## src/rtl/artp_pkg.sv

```systemverilog
// Shared types and constants for the record-then-playback engine.
// Used by the top level and the statistics unit.
package artp_pkg;

	localparam int STORE_DEPTH = 131072;
	localparam int ADDR_W      = $clog2(STORE_DEPTH);
	localparam int FILL_W      = $clog2(STORE_DEPTH + 1);

	localparam int SAMPLE_W   = 16;
	localparam int GAIN_W     = 16;
	localparam int GAIN_FRAC  = 12;
	localparam int RATE_W     = 16;
	localparam int SECS_W     = 8;
	localparam int CFG_W      = 16;
	localparam int TGT_PROD_W = RATE_W + SECS_W;
	localparam int MUL_W      = SAMPLE_W + GAIN_W + 1;
	localparam int QUOT_W     = MUL_W - GAIN_FRAC;
	localparam int COUNT_W    = 18;
	localparam int SUM_W      = 33;

	localparam int SAMPLE_MAX = 32767;
	localparam int SAMPLE_MIN = -32768;

	localparam logic [SECS_W-1:0] DEFAULT_SECONDS = SECS_W'(5);
	localparam logic [GAIN_W-1:0] GAIN_UNITY      = GAIN_W'(4096);
	localparam logic [RATE_W-1:0] RATE_RESET      = RATE_W'(16000);
	localparam logic [SECS_W-1:0] MAX_SECS_RESET  = SECS_W'(5);

	typedef enum logic [1:0] {
		MODE_IDLE = 2'd0,
		MODE_REC  = 2'd1,
		MODE_PLAY = 2'd2
	} mode_t;

	typedef enum logic [1:0] {
		REQ_RECORD = 2'd0,
		REQ_REPLAY = 2'd1,
		REQ_FRAME  = 2'd2,
		REQ_SLOT   = 2'd3
	} req_kind_t;

	typedef enum logic [1:0] {
		REG_RECORD_GAIN   = 2'd0,
		REG_PLAYBACK_GAIN = 2'd1,
		REG_SAMPLE_RATE   = 2'd2,
		REG_MAX_SECONDS   = 2'd3
	} reg_idx_t;

	typedef struct packed {
		logic [1:0]                 req_type;
		logic [SECS_W-1:0]          seconds;
		logic signed [SAMPLE_W-1:0] left_in;
		logic signed [SAMPLE_W-1:0] right_in;
	} req_t;

	typedef struct packed {
		logic [1:0]                 mode_now;
		logic                       sample_valid;
		logic signed [SAMPLE_W-1:0] sample_out;
		logic                       output_on;
		logic [COUNT_W-1:0]         filled_count;
		logic signed [SAMPLE_W-1:0] min_left;
		logic signed [SAMPLE_W-1:0] max_left;
		logic signed [SAMPLE_W-1:0] min_right;
		logic signed [SAMPLE_W-1:0] max_right;
		logic signed [SAMPLE_W-1:0] min_mono;
		logic signed [SAMPLE_W-1:0] max_mono;
		logic [SUM_W-1:0]           sum_abs_mono;
	} rsp_t;

	typedef struct packed {
		logic signed [SAMPLE_W-1:0] min_l;
		logic signed [SAMPLE_W-1:0] max_l;
		logic signed [SAMPLE_W-1:0] min_r;
		logic signed [SAMPLE_W-1:0] max_r;
		logic signed [SAMPLE_W-1:0] min_m;
		logic signed [SAMPLE_W-1:0] max_m;
		logic [SUM_W-1:0]           sum;
	} stat_t;

	typedef struct packed {
		logic upd;
		logic clr;
		logic store;
	} stat_ctl_t;

	typedef struct packed {
		logic              store;
		logic              play;
		logic              clr;
		mode_t             mode;
		logic [FILL_W-1:0] filled;
		logic [ADDR_W-1:0] waddr;
	} ctl_t;

	localparam stat_t STAT_RESET = '{
		min_l: SAMPLE_W'(SAMPLE_MAX), max_l: SAMPLE_W'(SAMPLE_MIN),
		min_r: SAMPLE_W'(SAMPLE_MAX), max_r: SAMPLE_W'(SAMPLE_MIN),
		min_m: SAMPLE_W'(SAMPLE_MAX), max_m: SAMPLE_W'(SAMPLE_MIN),
		sum:   '0
	};

endpackage

```

## src/rtl/artp_stats.sv

```systemverilog
// Recording statistics: extremes of left, right and stored mono, and sum of |mono|.
// Depends on artp_pkg.
module artp_stats (
	input  logic                                 clk,
	input  logic                                 arst_n,
	input  artp_pkg::stat_ctl_t                  ctl,
	input  logic signed [artp_pkg::SAMPLE_W-1:0] left,
	input  logic signed [artp_pkg::SAMPLE_W-1:0] right,
	input  logic signed [artp_pkg::SAMPLE_W-1:0] mono,
	output artp_pkg::stat_t                      stats_next
);
	import artp_pkg::*;

	stat_t              stats_q;
	logic [SAMPLE_W:0]  mono_abs;
	logic [SUM_W:0]     sum_ext;

	assign mono_abs = mono[SAMPLE_W-1] ? ((SAMPLE_W + 1)'(0) - {mono[SAMPLE_W-1], mono})
		: {1'b0, mono};
	assign sum_ext  = {1'b0, stats_q.sum} + (SUM_W + 1)'(mono_abs);

	always_comb begin
		stats_next = stats_q;
		if (ctl.clr) begin
			stats_next = STAT_RESET;
		end else if (ctl.store) begin
			if (left < stats_q.min_l) stats_next.min_l = left;
			if (left > stats_q.max_l) stats_next.max_l = left;
			if (right < stats_q.min_r) stats_next.min_r = right;
			if (right > stats_q.max_r) stats_next.max_r = right;
			if (mono < stats_q.min_m) stats_next.min_m = mono;
			if (mono > stats_q.max_m) stats_next.max_m = mono;
			stats_next.sum = sum_ext[SUM_W] ? '1 : sum_ext[SUM_W-1:0];
		end
	end

	always_ff @(posedge clk or negedge arst_n) begin
		if (!arst_n) begin
			stats_q <= STAT_RESET;
		end else if (ctl.upd) begin
			stats_q <= stats_next;
		end
	end

endmodule

```

## config.mk

```make
export PLATFORM = sky130hd
export DESIGN_NAME = artp_stats
export DESIGN_NICKNAME = d
export VERILOG_FILES = /design/src/rtl/artp_pkg.sv /design/src/rtl/artp_stats.sv
export SDC_FILE = /design/constraint.sdc
export NUM_CORES = 1
export LEC_CHECK = 0
export ABC_AREA = 1
export BUFFER_PORTS_ARGS = -buffer_cell sky130_fd_sc_hd__buf_4
export CORE_AREA = 2 2 152 154
export CTS_BUF_LIST = sky130_fd_sc_hd__clkbuf_4 sky130_fd_sc_hd__clkbuf_8 sky130_fd_sc_hd__clkbuf_16
export DETAILED_ROUTE_END_ITERATION = 7
export DIE_AREA = 0 0 154 156
export HOLD_SLACK_MARGIN = 0.05
export PLACE_DENSITY = 0.77
export SLEW_MARGIN = 10
export SYNTH_ARGS = -nofsm -noshare
export SYNTH_HDL_FRONTEND = slang
export SYNTH_SLANG_ARGS = --single-unit
```

## constraint.sdc

```tcl
create_clock -name clk -period 9.08 [get_ports clk]
set_input_delay 1.816 -clock clk [delete_from_list [all_inputs] [get_ports clk]]
set_output_delay 1.816 -clock clk [all_outputs]
set_load 0.01 [all_outputs]
```

==> Word level (Yosys, flattened, before mapping) <==
Index checks and enable logic that the tools add are counted.
{ "classes": {"n_addsub": 2, "mux": 10, "order_cmp": 6} }
{ "op_table": {"columns": ["op", "count"], "rows": [
  ["129-bit two-way mux", 2],
  ["16-bit two-way mux", 6],
  ["16-bit > comparator", 3],
  ["16-bit < comparator", 3],
  ["33-bit by 17-bit adder with 34-bit output", 1],
  ["33-bit two-way mux", 1],
  ["17-bit two-way mux", 1],
  ["1-bit by 16-bit subtractor with 17-bit output, first input constant", 1]
]} }
{ "totals": {"output_inout_bits": 129, "input_bits": 53, "register_bits": 129} }

==> Longest topological paths before layout <==
{ "logic_depth": {"depth_word": 6, "mapped_depth": 24, "mapped_depth_nobuf": 24} }

==> Worst setup path before layout <==
Ideal clock, no wire load.
{ "synth_timing": {"path_kind": "in2out", "startpoint": "input mono[1] (netlist bit)", "endpoint": "output stats_next[4] (netlist bit)", "stages": 22, "slack_ns": 2.851, "path_buffers": 0, "t_arrival_ns": 4.413, "path_cell_list": "inv_1 ha_1 inv_1 nor3_1 nand2_1 nor3_1 nor2_1 a21oi_1 a31oi_1 xor2_1 ha_1 a21oi_1 o21ai_1 inv_1 nor2_1 nor2_1 nand2_4 nand2_2 nand2_4 or2_1 nand2_1 nor2_1"} }
{ "synth_lines": {"columns": ["element", "line", "rtl"], "rows": [
  ["from (decl)", "artp_stats.sv:9", "input logic signed [artp_pkg::SAMPLE_W-1:0] mono,"],
  ["to (decl)", "artp_stats.sv:10", "output artp_pkg::stat_t stats_next"]
]} }

==> impl_metrics.tcl <==
set metrics [dict create \
    status "completed" \
    worstPathRequired_ns 7.26 \
    yosys-top-cells-area "nand2_1 19%, dfrtp_1 17%, ha_1 11%" \
    hold_path_depth 2 \
    htreeDepth 4 \
    grt_max_degree 103 \
    via_count 12900 \
    worstPathMaxFanout 9 \
    wl_per_cell_microns 16.4 \
    dp_cells 2220 \
    min_path_type "reg -> reg" \
    async_flop_share_pct 100 \
    grt_pass1_wl_microns 60300 \
    synth_fp_nets 1995 \
    tightest_slew_ns 1.13 \
    rows 55 \
    firstDrtPassIters 7 \
    antenna_left 0 \
    ff2ff_setup_slack_ns 6.40 \
    nets 2119 \
    ys_warn_count 0 \
    clock_sinks 129 \
    final-setup-viol-count 0 \
    r2r-end "stats_q[80]$_DFFE_PN1P_" \
    start_util_pct 54.3 \
    cap_viol_max_count 0 \
    min_from "stats_q[48]$_DFFE_PN1P_" \
    max_slew_margin_pct 24.8 \
    ys_seq_area_share_pct 27.1 \
    cts_max_path_buffers 2 \
    pwr_density_cell_nw_per_um2 173 \
    endpoint_kind "output port" \
    gr-usage-all-layers_pct 30.6 \
    crit_type "in -> out" \
    holdPathEnd "stats_q[48]$_DFFE_PN1P_" \
    grt_pass1_vias 12200 \
    route.detailed.drc 0 \
    yosysTopAreaCellShare_pct 19.1 \
    synth_top_cell_by_area "nand2_1" \
    portBuffers 181 \
    arrival_ns 5.26 \
    synth.top_cells.by_count "617 x nand2_1, 245 x inv_1, 164 x nand4_1, 111 x ha_1" \
    post-cts-setup-buffer-count 0 \
    drive_above_1_share_pct 17.3 \
    hpwlAfterDp_microns 25700 \
    synth_cell_type_count 46 \
    drv_slew 0 \
    ys.flop_type "dfrtp_1" \
    layout_worst_path_cycle_share_pct 78.0 \
    fmax_mhz 141 \
    worstRegToRegCells 11 \
    largest_reg_flops 129 \
    fin_crit_ns 7.08 \
    timing.rr.start "stats_q[80]$_DFFE_PN1P_" \
    wl_microns 36800 \
    startpoint_type "input pin" \
    fp.dieArea_sq_um 24000 \
    largest_register "stats_q" \
    die_x_microns 154 \
    n_antenna_cell 0 \
    synthCells 1830 \
    skew_ns 0.0208 \
    ctsResizeCount 0 \
    drtIter0Drc 1254 \
    yosys.cell_count.top_type "nand2_1" \
    die-height_microns 156 \
    synth_seq_cells 129 \
    syn_area_sq_um 12100 \
    cts_buffers 17 \
    clk_latency_ns 0.44 \
    grt-ovfl-total 0 \
    fin_setup_tns_ns 0 \
    cts_tree "built" \
    avgSynthCellArea_sq_um 6.64 \
    p_leak_uw 0.00805 \
    place.gp.congestion 0.913 \
    syn2layout_area_growth_pct 16.8 \
    clk_pin_slew_worst_paths_ns 0.06 \
    root_buffer "clkbuf_16" \
    cts_hold_buf 0 \
    vias_per_cell 5.72 \
    rsz0062_at_grt "no" \
    synth_edf_count 0 \
    core-area_sq_um 22400 \
    finalHoldViolCount 0 \
    antenna_found_initial 0 \
    max-vdd-ir-drop_v 0.000108 \
    final_cells 2252 \
    largest_registers "stats_q: 129 flops" \
    io_pins 182 \
]
==> stage by stage <==
step                      utilization (%)  setup WS, ns  instance area (sq um)  total power [uW]  hold WS (ns)
after CTS                            63.4          2.01                  14200              2450         0.477
after detailed placement             60.5          2.03                  13500              1660         0.465
final                                63.4          2.00                  14200              2460         0.478
after global routing                 63.4          1.59                  14200              2610         0.485
after floorplan                         -          2.85                  12100              1350         0.449
after global placement               60.5          2.10                  13500              1640         0.461
==> layer usage <==
layer | up-vias | track usage (%) | share of wire, %
met4 | 0 | 10.3 | 2.3
met1 | 6044 | 40.7 | 44
met2 | 518 | 51.1 | 47
met5 | - | 0 | 0
met3 | 75 | 4.58 | 7.2
li1 | 6248 | - | -
==> cells by family after synthesis <==
kind of cell | synth area share [%]
other cells | 0.0309
simple gates | 43.3
flops | 27.1
compound gates | 5.15
buf+inv | 11.0
fa+ha+maj | 11.6
xor+xnor | 1.80
==> placed cells by master, fill, tap and decap left out, types with 20 or more instances in the layout <==
cell and instances:
nor3_1 20, o21ai_0 28, dfstp_2 48, ha_1 111
buf_4 186, dfrtp_1 81, nand4_1 164, inv_1 244
a21oi_1 51, nand3_1 100, nand2_1 617, and3_1 47
nor2_1 100, xor2_1 24, nand3_2 31
==> power breakdown <==
part           total [uW]  switching, uW  leakage (uW)  internal [uW]
sequential            723           53.8       0.00159            669
clock                 788            318      0.000319            470
combinational         944            597       0.00614            347
==> worst max-delay path by stage <==
stage                 start              to  depth (start not counted)
floorplan           mono[1]   stats_next[4]                         22
global placement    mono[1]  stats_next[14]                         22
detailed placement  mono[1]  stats_next[14]                         24
CTS                 mono[1]  stats_next[14]                         24
global route        mono[1]  stats_next[23]                         23
finish              mono[1]  stats_next[14]                         22
==> area by class of cell <==
type | instances | area [sq um]
Tap cell | 285 | 357
Timing Repair Buffer | 187 | 1410
Clock buffer | 17 | 425
Sequential cell | 129 | 3290
Inverter | 254 | 961
Fill cell | 2060 | 8190
Clock inverter | 15 | 220
Multi-Input combinational cell | 1365 | 7520
==> critical path, cell delays in order <==
cell	delay, ns
buf_4	0.13
inv_1	0.10
ha_1	0.16
inv_1	0.05
nor3_1	0.20
nand2_1	0.11
nor3_1	0.16
nor2_1	0.09
a21oi_1	0.23
o21ai_0	0.17
xor2_1	0.31
ha_1	0.35
a21oi_1	0.21
o21ai_0	0.12
nor2_1	0.20
nand2_4	0.10
nand2_2	0.10
nand2_4	0.09
inv_4	0.15
nand3_1	0.10
and2_1	0.17
buf_4	0.15
(Power assumes the default switching activity.)
